==> src/rtl/core/rcpcs_pkg.sv <==
// Package for the RC pulse capture and scaler block: payload structs, field widths,
// command and register codes. No dependencies; used by every file in rtl/core.
`default_nettype none

package rcpcs_pkg;

   localparam int CHANNELS_DEFAULT = 4;
   localparam int PIN_N            = 4;
   localparam int CMD_W            = 2;
   localparam int SEL_W            = 3;
   localparam int TIME_W           = 32;
   localparam int WIDTH_W          = 16;
   localparam int VALUE_W          = 14;
   localparam int CENTER_W         = 12;
   localparam int MARGIN_W         = 10;
   localparam int CSR_IDX_W        = 2;
   localparam int CSR_DATA_W       = 12;

   // Output swing on each side of the center value.
   localparam int SPAN_OUT         = 500;
   // Quotient bits: the scaled offset never exceeds SPAN_OUT, so nine bits hold it.
   localparam int QUO_W            = 9;
   localparam int NUM_W            = WIDTH_W + QUO_W;

   localparam logic [CMD_W-1:0] CMD_SAMPLE  = 2'd0;
   localparam logic [CMD_W-1:0] CMD_CAPTURE = 2'd1;
   localparam logic [CMD_W-1:0] CMD_READ    = 2'd2;

   localparam logic [CSR_IDX_W-1:0] CSR_ESC_CENTER    = 2'd0;
   localparam logic [CSR_IDX_W-1:0] CSR_CENTER_MARGIN = 2'd1;
   localparam logic [CSR_IDX_W-1:0] CSR_TRACK         = 2'd2;

   localparam logic [CENTER_W-1:0] ESC_CENTER_RESET    = 12'd1500;
   localparam logic [MARGIN_W-1:0] CENTER_MARGIN_RESET = 10'd50;

   typedef struct packed {
      logic [CMD_W-1:0]  command;
      logic [PIN_N-1:0]  pin_levels;
      logic [TIME_W-1:0] timestamp_us;
      logic [SEL_W-1:0]  channel_select;
   } req_type;

   typedef struct packed {
      logic signed [VALUE_W-1:0] converted_value;
      logic [WIDTH_W-1:0]        raw_width;
      logic [PIN_N-1:0]          centered_mask;
   } rsp_type;

endpackage

`default_nettype wire

==> src/rtl/core/rcpcs_div.sv <==
// Iterative restoring divider shared by all channels of the pulse scaler.
// Depends on rcpcs_pkg for the numerator, divisor and quotient widths.
`default_nettype none

module rcpcs_div (
   input  wire logic                          clock,
   input  wire logic                          reset,
   input  wire logic                          start,
   input  wire logic [rcpcs_pkg::NUM_W-1:0]   numer,
   input  wire logic [rcpcs_pkg::WIDTH_W-1:0] denom,
   output logic                               done,
   output logic [rcpcs_pkg::QUO_W-1:0]        quot
);

   localparam int QW   = rcpcs_pkg::QUO_W;
   localparam int WW   = rcpcs_pkg::WIDTH_W;
   localparam int NW   = rcpcs_pkg::NUM_W;
   localparam int CNT_W = $clog2(QW + 1);

   logic              active_ff, active_in;
   logic [CNT_W-1:0]  cnt_ff, cnt_in;
   logic [WW-1:0]     rem_ff, rem_in;
   logic [QW-1:0]     low_ff, low_in;
   logic [QW-1:0]     quot_ff, quot_in;
   logic [WW-1:0]     den_ff, den_in;

   logic [WW:0]       trial;
   logic [WW:0]       trial_sub;
   logic              fits;

   // The caller guarantees numer < denom * 2^QUO_W, so the upper numerator bits
   // already form a remainder below the divisor and only QUO_W steps remain.
   always_comb begin
      trial     = {rem_ff, low_ff[QW-1]};
      trial_sub = trial - {1'b0, den_ff};
      fits      = (trial >= {1'b0, den_ff});

      active_in = active_ff;
      cnt_in    = cnt_ff;
      rem_in    = rem_ff;
      low_in    = low_ff;
      quot_in   = quot_ff;
      den_in    = den_ff;

      if (start) begin
         active_in = 1'b1;
         cnt_in    = CNT_W'(QW);
         rem_in    = numer[NW-1:QW];
         low_in    = numer[QW-1:0];
         quot_in   = '0;
         den_in    = denom;
      end else if (active_ff && (cnt_ff != '0)) begin
         rem_in  = fits ? trial_sub[WW-1:0] : trial[WW-1:0];
         low_in  = {low_ff[QW-2:0], 1'b0};
         quot_in = {quot_ff[QW-2:0], fits};
         cnt_in  = cnt_ff - CNT_W'(1);
      end else if (active_ff) begin
         active_in = 1'b0;
      end
   end

   always_ff @(posedge clock) begin
      if (reset) begin
         active_ff <= 1'b0;
         cnt_ff    <= '0;
      end else begin
         active_ff <= active_in;
         cnt_ff    <= cnt_in;
      end
      rem_ff  <= rem_in;
      low_ff  <= low_in;
      quot_ff <= quot_in;
      den_ff  <= den_in;
   end

   assign done = active_ff && (cnt_ff == '0);
   assign quot = quot_ff;

endmodule

`default_nettype wire

==> src/rtl/core/rc_pulse_capture_scaler_unit.sv <==
// Flow: a sample, a capture, an unused command code or a read that needs no scaling
// passes from setup straight to the output register; a scaled read also passes through
// the multiply and the 9 steps of the shared divider. One item is in flight at a time, so
// a new item is taken only once the last result is loaded; a stalled result holds
// the next item off. Reset (synchronous, active high) clears all channel state and loads
// the register defaults. Top level of the RC pulse capture and scaler; uses rcpcs_pkg, rcpcs_div.
`default_nettype none

module rc_pulse_capture_scaler_unit #(
   parameter int CHANNELS = rcpcs_pkg::CHANNELS_DEFAULT
) (
   input  wire logic                             clock,
   input  wire logic                             reset,
   input  wire logic                             req_valid,
   output logic                                  req_ready,
   input  wire rcpcs_pkg::req_type               req_data,
   output logic                                  rsp_valid,
   input  wire logic                             rsp_ready,
   output rcpcs_pkg::rsp_type                    rsp_data,
   input  wire logic                             csr_valid,
   output logic                                  csr_ready,
   input  wire logic [rcpcs_pkg::CSR_IDX_W-1:0]  csr_index,
   input  wire logic [rcpcs_pkg::CSR_DATA_W-1:0] csr_data
);

   localparam int WW     = rcpcs_pkg::WIDTH_W;
   localparam int TW     = rcpcs_pkg::TIME_W;
   localparam int VW     = rcpcs_pkg::VALUE_W;
   localparam int QW     = rcpcs_pkg::QUO_W;
   localparam int NW     = rcpcs_pkg::NUM_W;
   localparam int PN     = rcpcs_pkg::PIN_N;
   localparam int CW     = rcpcs_pkg::CENTER_W;
   localparam int MW     = rcpcs_pkg::MARGIN_W;
   localparam int CH_W   = (CHANNELS > 1) ? $clog2(CHANNELS) : 1;
   // Channels beyond the physical pins always see a low level.
   localparam int LVL_W  = (CHANNELS > PN) ? CHANNELS : PN;
   // Only the first PIN_N channels report in the centered mask.
   localparam int MASK_N = (CHANNELS < PN) ? CHANNELS : PN;

   // The sequencer walks one item through setup and, for a scaled read, the multiply
   // and the divider, then through the output register.
   typedef enum logic [4:0] {
      ST_IDLE = 5'b00001,
      ST_EXEC = 5'b00010,
      ST_MUL  = 5'b00100,
      ST_DIV  = 5'b01000,
      ST_OUT  = 5'b10000
   } state_type;

   state_type          state_ff, state_in;
   rcpcs_pkg::req_type req_ff, req_in;

   // Configuration registers.
   logic [CW-1:0]      esc_center_ff, esc_center_in;
   logic [MW-1:0]      margin_ff, margin_in;
   logic               track_ff, track_in;

   // Per-channel state, each entry updated in parallel by a pin sample.
   logic               level_ff  [CHANNELS];
   logic               level_in  [CHANNELS];
   logic [TW-1:0]      rise_ff   [CHANNELS];
   logic [TW-1:0]      rise_in   [CHANNELS];
   logic [WW-1:0]      width_ff  [CHANNELS];
   logic [WW-1:0]      width_in  [CHANNELS];
   logic [WW-1:0]      center_ff [CHANNELS];
   logic [WW-1:0]      center_in [CHANNELS];
   logic [WW-1:0]      low_ff    [CHANNELS];
   logic [WW-1:0]      low_in    [CHANNELS];
   logic [WW-1:0]      high_ff   [CHANNELS];
   logic [WW-1:0]      high_in   [CHANNELS];

   // Operands handed from setup to the multiply and divide steps.
   logic [WW-1:0]      diff_ff, diff_in;
   logic [WW-1:0]      span_ff, span_in;
   logic               neg_ff, neg_in;
   logic [VW-1:0]      val_ff, val_in;

   logic               rsp_valid_ff, rsp_valid_in;
   rcpcs_pkg::rsp_type rsp_data_ff, rsp_data_in;

   logic [LVL_W-1:0]   levels_ext;
   logic               sel_valid;
   logic [CH_W-1:0]    ch_idx;
   logic [WW-1:0]      act, cm, lo, hi;
   logic               degenerate;
   logic [WW-1:0]      conv_diff, conv_span;
   logic               conv_neg;
   logic               rsp_load;
   logic [VW-1:0]      ctr_ext;
   logic [VW-1:0]      quot_ext;
   logic [MASK_N-1:0]  mask_vec;

   logic               div_start;
   logic [NW-1:0]      div_numer;
   logic               div_done;
   logic [QW-1:0]      div_quot;

   assign req_ready = (state_ff == ST_IDLE);
   assign csr_ready = 1'b1;
   assign rsp_valid = rsp_valid_ff;
   assign rsp_data  = rsp_data_ff;

   assign levels_ext = LVL_W'(req_ff.pin_levels);
   assign sel_valid  = (req_ff.channel_select != '0)
                       && (int'(req_ff.channel_select) <= CHANNELS);
   assign ch_idx     = CH_W'(req_ff.channel_select - 3'd1);
   assign ctr_ext    = VW'(esc_center_ff);
   assign quot_ext   = VW'(div_quot);
   assign rsp_load   = (state_ff == ST_OUT) && (!rsp_valid_ff || rsp_ready);

   // The multiply by the output span feeds the divider, whose load registers
   // close the path.
   assign div_start  = (state_ff == ST_MUL);
   assign div_numer  = NW'(diff_ff) * NW'(rcpcs_pkg::SPAN_OUT);

   rcpcs_div u_div (
      .clock (clock),
      .reset (reset),
      .start (div_start),
      .numer (div_numer),
      .denom (span_ff),
      .done  (div_done),
      .quot  (div_quot)
   );

   // Read setup: pick the side of the center the width lies on, clamp it to
   // that side's mark, and flag a zero or inverted span, which gives the center.
   always_comb begin
      act        = width_ff[ch_idx];
      cm         = center_ff[ch_idx];
      lo         = low_ff[ch_idx];
      hi         = high_ff[ch_idx];
      degenerate = 1'b1;
      conv_diff  = '0;
      conv_span  = '0;
      conv_neg   = 1'b0;
      if (act < cm) begin
         degenerate = !(lo < cm);
         conv_span  = cm - lo;
         conv_diff  = cm - ((act < lo) ? lo : act);
         conv_neg   = 1'b1;
      end else if (act > cm) begin
         degenerate = !(hi > cm);
         conv_span  = hi - cm;
         conv_diff  = ((act > hi) ? hi : act) - cm;
      end
   end

   // A channel counts as centered when its width lies strictly inside
   // center plus or minus margin; the lower test is written as w + m > c.
   for (genvar g = 0; g < MASK_N; g++) begin : g_mask
      logic [WW:0] w17, c17, m17;
      assign w17 = {1'b0, width_ff[g]};
      assign c17 = {1'b0, center_ff[g]};
      assign m17 = (WW + 1)'(margin_ff);
      assign mask_vec[g] = (w17 < c17 + m17) && (w17 + m17 > c17);
   end

   always_comb begin
      logic [TW-1:0] dt;
      logic [WW-1:0] wn;

      state_in      = state_ff;
      req_in        = req_ff;
      esc_center_in = esc_center_ff;
      margin_in     = margin_ff;
      track_in      = track_ff;
      diff_in       = diff_ff;
      span_in       = span_ff;
      neg_in        = neg_ff;
      val_in        = val_ff;
      rsp_valid_in  = rsp_valid_ff;
      rsp_data_in   = rsp_data_ff;
      level_in      = level_ff;
      rise_in       = rise_ff;
      width_in      = width_ff;
      center_in     = center_ff;
      low_in        = low_ff;
      high_in       = high_ff;
      dt            = '0;
      wn            = '0;

      if (csr_valid && csr_ready) begin
         unique case (csr_index)
            rcpcs_pkg::CSR_ESC_CENTER:    esc_center_in = csr_data[CW-1:0];
            rcpcs_pkg::CSR_CENTER_MARGIN: margin_in     = csr_data[MW-1:0];
            rcpcs_pkg::CSR_TRACK:         track_in      = csr_data[0];
            default: ;
         endcase
      end

      if (rsp_valid_ff && rsp_ready) begin
         rsp_valid_in = 1'b0;
      end

      unique case (state_ff)
         ST_IDLE: begin
            if (req_valid) begin
               req_in   = req_data;
               state_in = ST_EXEC;
            end
         end
         ST_EXEC: begin
            val_in   = ctr_ext;
            diff_in  = conv_diff;
            span_in  = conv_span;
            neg_in   = conv_neg;
            state_in = ST_OUT;
            if (req_ff.command == rcpcs_pkg::CMD_SAMPLE) begin
               // Rising edge latches the time; falling edge stores the
               // saturated width and, with tracking on, widens the marks.
               for (int i = 0; i < CHANNELS; i++) begin
                  if (levels_ext[i]) begin
                     if (!level_ff[i]) begin
                        level_in[i] = 1'b1;
                        rise_in[i]  = req_ff.timestamp_us;
                     end
                  end else if (level_ff[i]) begin
                     dt          = req_ff.timestamp_us - rise_ff[i];
                     wn          = (dt[TW-1:WW] != '0) ? '1 : dt[WW-1:0];
                     level_in[i] = 1'b0;
                     width_in[i] = wn;
                     if (track_ff) begin
                        if (wn < low_ff[i])  low_in[i]  = wn;
                        if (wn > high_ff[i]) high_in[i] = wn;
                     end
                  end
               end
            end else if (req_ff.command == rcpcs_pkg::CMD_CAPTURE) begin
               for (int i = 0; i < CHANNELS; i++) begin
                  center_in[i] = width_ff[i];
                  low_in[i]    = width_ff[i];
                  high_in[i]   = width_ff[i];
               end
            end else if (req_ff.command == rcpcs_pkg::CMD_READ
                         && sel_valid && !degenerate) begin
               state_in = ST_MUL;
            end
         end
         ST_MUL: begin
            state_in = ST_DIV;
         end
         ST_DIV: begin
            if (div_done) begin
               val_in   = neg_ff ? (ctr_ext - quot_ext) : (ctr_ext + quot_ext);
               state_in = ST_OUT;
            end
         end
         ST_OUT: begin
            if (rsp_load) begin
               rsp_valid_in                = 1'b1;
               rsp_data_in.converted_value = val_ff;
               rsp_data_in.raw_width       = sel_valid ? width_ff[ch_idx] : '0;
               rsp_data_in.centered_mask   = PN'(mask_vec);
               state_in                    = ST_IDLE;
            end
         end
         default: begin
            state_in = ST_IDLE;
         end
      endcase
   end

   always_ff @(posedge clock) begin
      if (reset) begin
         state_ff      <= ST_IDLE;
         rsp_valid_ff  <= 1'b0;
         esc_center_ff <= rcpcs_pkg::ESC_CENTER_RESET;
         margin_ff     <= rcpcs_pkg::CENTER_MARGIN_RESET;
         track_ff      <= 1'b0;
         for (int i = 0; i < CHANNELS; i++) begin
            level_ff[i]  <= 1'b0;
            rise_ff[i]   <= '0;
            width_ff[i]  <= '0;
            center_ff[i] <= '0;
            low_ff[i]    <= '0;
            high_ff[i]   <= '0;
         end
      end else begin
         state_ff      <= state_in;
         rsp_valid_ff  <= rsp_valid_in;
         esc_center_ff <= esc_center_in;
         margin_ff     <= margin_in;
         track_ff      <= track_in;
         level_ff      <= level_in;
         rise_ff       <= rise_in;
         width_ff      <= width_in;
         center_ff     <= center_in;
         low_ff        <= low_in;
         high_ff       <= high_in;
      end
      req_ff      <= req_in;
      diff_ff     <= diff_in;
      span_ff     <= span_in;
      neg_ff      <= neg_in;
      val_ff      <= val_in;
      rsp_data_ff <= rsp_data_in;
   end

   // An accepted transfer always moves the sequencer into setup.
   a_accept_to_exec: assert property (@(posedge clock) disable iff (reset)
      (req_valid && req_ready) |=> (state_ff == ST_EXEC))
      else $error("input transfer did not start setup");

   // The divider is only started for a read of a valid channel.
   a_div_only_read: assert property (@(posedge clock) disable iff (reset)
      (state_ff == ST_MUL) |-> (req_ff.command == rcpcs_pkg::CMD_READ && sel_valid))
      else $error("divider started for a non-read item");

   // The clamp keeps the scaled offset within the output span.
   a_quot_bound: assert property (@(posedge clock) disable iff (reset)
      div_done |-> (div_quot <= QW'(rcpcs_pkg::SPAN_OUT)))
      else $error("scaled offset exceeds output span");

   // An out-of-range channel reports a zero raw width.
   a_bad_sel_zero: assert property (@(posedge clock) disable iff (reset)
      (rsp_load && !sel_valid) |=> (rsp_data.raw_width == '0))
      else $error("raw width not zero for invalid channel");

endmodule

`default_nettype wire
==> config.mk <==
export PLATFORM = sky130hd
export DESIGN_NAME = rc_pulse_capture_scaler_unit
export DESIGN_NICKNAME = d
export VERILOG_FILES = /design/src/rtl/core/rcpcs_pkg.sv /design/src/rtl/core/rcpcs_div.sv /design/src/rtl/core/rc_pulse_capture_scaler_unit.sv
export SDC_FILE = /design/constraint.sdc
export NUM_CORES = 2
export LEC_CHECK = 0
export ABC_AREA = 1
export BUFFER_PORTS_ARGS = -buffer_cell sky130_fd_sc_hd__clkbuf_2
export CAP_MARGIN = 10
export CORE_AREA = 2 2 285 287
export CTS_CLUSTER_SIZE = 40
export DETAILED_ROUTE_END_ITERATION = 10
export DIE_AREA = 0 0 287 289
export PLACE_DENSITY_LB_ADDON = 0.15
export SLEW_MARGIN = 40
export SYNTH_ARGS = -nofsm -noshare
export SYNTH_HDL_FRONTEND = slang
export SYNTH_SLANG_ARGS = --single-unit
export TNS_END_PERCENT = 1
==> constraint.sdc <==
create_clock -name clock -period 17.1 [get_ports clock]
set_input_delay 3.42 -clock clock [delete_from_list [all_inputs] [get_ports clock]]
set_output_delay 3.42 -clock clock [all_outputs]
set_load 0.05 [all_outputs]
## Yosys cells after proc, flatten, opt, wreduce, memory -nomap -nowiden

Index checks and enable logic that the tools add are counted.

- Reductions and logical operators: 54
- Bitwise operators: 10
- $add $sub $neg: 21
- $lt $le $gt $ge: 25
- Equality and inequality tests: 30
- Multipliers: 1
- Muxes and demuxes: 86

Operators by type and width:

| cell | count |
|---|---|
| 16-bit 2-to-1 mux | 53 |
| 64-bit 2-to-1 mux | 3 |
| 16-bit by 10-bit adder with 17-bit output | 8 |
| 16-bit binary-select mux with 2-bit select | 4 |
| 32-bit subtractor | 4 |
| 16-bit > comparator | 7 |
| 16-bit < comparator | 7 |
| 16-bit subtractor | 5 |
| 17-bit by 16-bit > comparator with 1-bit output | 4 |
| 16-bit by 17-bit < comparator with 1-bit output | 4 |
| 16-bit nonzero test | 4 |
| 6-bit AND reduction | 8 |
| 4-bit AND reduction | 8 |
| 5-bit 2-to-1 mux | 6 |
| 14-bit 2-to-1 mux | 2 |
| 14-bit one-hot mux with 2 select lines | 1 |
| 2-bit != test, second input constant | 13 |
| 5-bit one-hot mux with 5 select lines | 1 |
| 16-bit by 7-bit multiplier with 23-bit output, second input constant | 1 |
| 9-bit 2-to-1 mux | 2 |
| 17-bit by 16-bit >= comparator with 1-bit output | 1 |
| 2-bit by 1-bit != test with 1-bit output, second input constant | 8 |
| 2-bit AND reduction | 7 |
| 12-bit by 9-bit adder with 13-bit output | 1 |
| 26 further kinds | 65 |

- Flip-flop bits (word level): 592
- Output and inout port bits: 37
- Word-level logic and storage cells: 274

## Longest topological paths before layout

- Depth in word-level cells: 15
- Mapped depth: 43

## Modules after synthesis

Synthesis repeated with hierarchy kept, for this count alone.

- Cell total of the unflattened synthesis: 7689
- Area, all modules: 52211.3 um^2

Modules (own cells, without submodules):

| module | area each (um^2) | seq. area each (um^2) | instances | cells an instance |
|---|---|---|---|---|
| rc_pulse_capture_scaler_unit | 48778.0 | 12011.5 | 1 | 7239 |
| rcpcs_div | 3433.3 | 1511.4 | 1 | 450 |

## Least setup slack after synthesis

Ideal clock, no wire load.

- Path kind: input-to-reg
- Start: input rsp_ready
- End: register rsp_data_ff (netlist bit rsp_data[0]) (enable)
- Setup slack: 9786 ps
- Cell stages on the path: 2
- Path buffers: 0
- Arrival: 6803 ps
- Cell sequence: nor2_1 nor4_1

- Cells in the longest elaborated chain, start to end: 3

Ends and longest elaborated chain:

| element | line | RTL |
|---|---|---|
| from (decl) | rc_pulse_capture_scaler_unit.sv:18 | `input wire logic rsp_ready,` |
| 1-bit logical OR | rc_pulse_capture_scaler_unit.sv:109 | `assign rsp_load = (state_ff == ST_OUT) && (!rsp_valid_ff \|\| rsp_ready);` |
| 1-bit logical AND | rc_pulse_capture_scaler_unit.sv:109 |  |
| 2-bit AND reduction (no line) | -- |  |
| to (signal assigned) | rc_pulse_capture_scaler_unit.sv:297 | `rsp_data_ff <= rsp_data_in;` |
| to (decl) | rc_pulse_capture_scaler_unit.sv:79 | `rcpcs_pkg::rsp_type rsp_data_ff, rsp_data_in;` |

Every way passes these cells.
A chain may end at the register's enable or synchronous reset.

## Worst setup path after layout

- Start: register req_ff[0] (netlist bit)
- End: register diff_ff[14], data pin

- Cells in the longest elaborated chain, start to end: 10
- Elaborated cells between the ends (all ways): 24

Ends and longest elaborated chain:

| element | line | RTL |
|---|---|---|
| from (decl) | rc_pulse_capture_scaler_unit.sv:51 | `rcpcs_pkg::req_type req_ff, req_in;` |
| from (signal assigned) | rc_pulse_capture_scaler_unit.sv:292 | `req_ff <= req_in;` |
| 2-bit by 1-bit subtractor with 2-bit output (*) | rc_pulse_capture_scaler_unit.sv:106 | `assign ch_idx = CH_W'(req_ff.channel_select - 3'd1);` |
| 2-bit inverter with 3-bit output (implied by the code) (*) | -- |  |
| 16-bit binary-select mux with 2-bit select, on equally long branches | rc_pulse_capture_scaler_unit.sv:129, rc_pulse_capture_scaler_unit.sv:132 |  |
| 16-bit 2-to-1 mux, on equally long branches (2 in series) | rc_pulse_capture_scaler_unit.sv:129, rc_pulse_capture_scaler_unit.sv:132 |  |
| 16-bit > comparator | rc_pulse_capture_scaler_unit.sv:145 | `conv_diff = ((act > hi) ? hi : act) - cm;` |
| 16-bit 2-to-1 mux | rc_pulse_capture_scaler_unit.sv:145 |  |
| 16-bit subtractor | rc_pulse_capture_scaler_unit.sv:145 |  |
| 16-bit 2-to-1 mux | rc_pulse_capture_scaler_unit.sv:142 | `end else if (act > cm) begin` |
| 16-bit 2-to-1 mux (*) | rc_pulse_capture_scaler_unit.sv:137 | `if (act < cm) begin` |
| net conv_diff[14] | rc_pulse_capture_scaler_unit.sv:86 | `logic [WW-1:0] conv_diff, conv_span;` |
| to (signal assigned) | rc_pulse_capture_scaler_unit.sv:293 | `diff_ff <= diff_in;` |
| to (decl) | rc_pulse_capture_scaler_unit.sv:73 | `logic [WW-1:0] diff_ff, diff_in;` |

The timed path passes the listed nets; every way through them passes the cells marked *. The select of a mux whose other input is x is not followed.

==> metrics.txt <==
Post-synth EDFFs=161; fin crit period=8.692 ns; WS Path Type=reg -> reg; Cell Int Power=3.049 mW; die height=289 um; Seq/Total Area, Yosys=26.17%; Setup violations, final=0; Worst IR Drop VDD=100.6 uV; Worst path slowest cell=ha_1; endpoints failing hold=0; min-delay worst type=reg -> reg; status=finished clean; I/O pin count=97; fin nets=8,281; max_cap viols=0; setup TNS=0 ns; Logic pwr share=35.6%; Initial Utilization=64.38%; grt ovf=0; worst slew pin tran=0.9840 ns; DRC=0; Rel. slew slack=33.71%; WL final=180,800 um; drt initial violations=5,314; total setup buffers inserted after CTS=0; Clk network pwr share=32.9%; Clock Tree Root=clkbuf_16; crit end category=flop; largest net degree at the start of global routing=206; fillers=6,866; RSZ-0062 raised after global routing=no; area of the multi-input gates=0.03222 sq mm; CP dominant cell by count=nand2_1; routed length per placed instance=20.98 um; Core Util, Final=69.13%; Mapped Area=0.05144 sq mm; DR vias=50,710; Sw Ratio=37.81%; ANT cells=0; Max stage delay on crit path=0.80 ns; row cnt=104; crit path max fanout=110; Cells after Synth=7,503; DP Cell Count=8,482; Net Sw Power=1.853 mW; top-area cell type share of the netlist area=16.77%; via/cell ratio=5.886; share of layout cells above drive strength 1=5.175%; vias in the first global route=46,780; Ys Warns=0; Leakage=27.26 nW; RePlAce Congestion=1.116; core area=0.07990 sq mm; All-Layer GR Usage=42.94%; P&R area growth vs syn=7.388%; Area contributors post-synth=dfxtp_1 (17%), ha_1 (16%), nand2_1 (13%), edfxtp_1 (9.4%), inv_1 (9.4%); CTS sink cnt=592; Pre-antenna DRT Iters=9; data required time of the critical path=17.47 ns; CTS H-tree depth=3; Netlist cell types=64; syn avg cell area=6.855 sq um; # hold bufs at CTS=0; antenna viol nets, final=0; Arrival @ worst endpoint=9.06 ns; Worst Skew=0.02886 ns; FFs w/ async S/R, synth=0%; Worst Hold Slack=0.4158 ns; CTS max path bufs=3; Setup crit start kind=flop; Worst-path clk slew=0.06 ns; port bufs=95; die area=0.08294 sq mm; Seq pwr share=31.5%; #FFs+latches synth=592; clock latency at the later pin of the worst-skew pair=0.66 ns; CTS resizes=0; Seq. cell area=0.01346 sq mm; PwrDens=88.75 mW/mm^2; CTS Buf Count=70; CTS tree=yes; Fmax=115.0 MHz; fin cells=8,616; post-detail-place hpwl=141,500 um; syn_nets=8,286; fin crit share=50.83%; initial antenna violation count=8; Synth Flop Type=dfxtp_1; reg2reg setup slack=8.41 ns; Final Max Slew Viols=0; cell taking the most area after synthesis=dfxtp_1; Die Width=287 um; first-pass GRT wire length=272,200 um
[sequential cells by signal (all words and copies together) (netlist names), 4 cells and up]
signal         cells
state_ff           5
u_div.rem_ff      16
center_ff         64
rsp_data          34
span_ff           16
esc_center_ff     12
margin_ff         10
u_div.low_ff       7
levels_ext         4
u_div.den_ff      16
g_mask.w17        64
u_div.quot         9
u_div.cnt_ff       4
val_ff            14
high_ff           64
diff_ff           16
low_ff            64
level_ff           4
rise_ff          128
req_ff            37
[critical path, delay by kind of cell (launching register included)]
kind / cells / cell delay, ns
fa+ha+maj: 4 / 1.67
flops: 1 / 0.32
compound gates: 12 / 2.36
simple gates: 12 / 1.05
buf+inv: 10 / 2.78
xor+xnor: 1 / 0.15
[power groups by stage]
stage / Sequential (mW) / Combinational, mW / Clock [mW]
2_1_floorplan: 1.55 / 1.27 / 0
3_3_place_gp: 1.57 / 1.64 / 0
3_5_place_dp: 1.58 / 1.69 / 0
4_1_cts: 1.55 / 1.70 / 1.61
5_1_grt: 1.55 / 1.95 / 1.66
6_report: 1.55 / 1.74 / 1.61
[final timing paths]
path / from / endpoint / cells after the start
worst max-delay path: req_ff[0]$_DFFE_PP_ / diff_ff[14]$_DFFE_PP_ / 39
worst min-delay path: val_ff[8]$_DFFE_PP_ / rsp_data[28]$_DFFE_PP_ / 0
worst max register to register: req_ff[0]$_DFFE_PP_ / diff_ff[14]$_DFFE_PP_ / 39
worst min register to register: val_ff[8]$_DFFE_PP_ / rsp_data[28]$_DFFE_PP_ / 0
[cells by family (layout without fill, tap and decap cells)]
logic type      Yosys count  after routing  share of synthesized area [%]
simple gates           2749           2749                          22.10
compound gates         1673           1673                          17.62
buf+inv                1524           1577                          11.34
fa+ha+maj               723            723                          18.65
flops                   592            592                          26.17
xor+xnor                241            241                          4.104
other cells               1              1                       0.007291
[routing by layer]
layer | vias up | global-route usage, % | share of wire [%]
met2 | 2485 | 68.01 | 44
met4 | 12 | 31.18 | 8.8
met3 | 635 | 9.047 | 9.6
li1 | 24460 | - | -
met1 | 23120 | 51.88 | 38
met5 | - | 0 | 0.042
[cell type report]
cell class,instances,area share (%)
multi-input cells,5387,58.34
flip-flops and latches,592,24.37
inverters,1306,8.893
clock buffers,89,3.545
well taps,1060,2.401
repair buffers,141,1.565
clock inverters,41,0.8812
[Yosys cell counts (28+ instances only)]
library cell / instances
nand4_1: 55
nor2_1: 437
clkbuf_1: 169
xnor2_1: 66
o21ai_0: 576
nand2_1: 1763
o21bai_1: 57
or2_2: 37
edfxtp_1: 161
ha_1: 650
inv_1: 1287
xor2_1: 175
dfxtp_1: 431
a21oi_1: 847
nand3_1: 277
a32oi_1: 51
fa_1: 73
o22ai_1: 28
nor3_1: 50
[stage by stage]
| stage | setup slack, ns | power, mW | cell area (sq um) |
|---|---|---|---|
| floorplan | 9.786 | 2.821 | 51440 |
| global placement | 8.647 | 3.219 | 52690 |
| detailed placement | 8.759 | 3.262 | 52730 |
| CTS | 8.697 | 4.857 | 55180 |
| global route | 7.740 | 5.166 | 55240 |
| finish | 8.408 | 4.902 | 55240 |
[placed cells by master, fill, tap and decap left out, drive strengths merged, types with 9 or more instances in the layout]
cell type	netlist	routed
nand2	1794	1794
dfxtp	431	431
a31oi	9	9
o21bai	57	57
buf	48	44
fa	73	73
a32oi	51	51
ha	650	650
clkinv	9	31
o21ai	581	581
and2	24	24
nor4	20	20
nand4	55	55
nor3	53	53
a22oi	10	10
clkbuf	170	186
or2	40	40
nand3	282	282
nand3b	12	12
xor2	175	175
xnor2	66	66
a21oi	847	847
o221ai	11	11
inv	1297	1305
edfxtp	161	161
nor2	465	465
o21a	10	10
o22ai	28	28
a211oi	17	17
(Power assumes the default switching activity.)
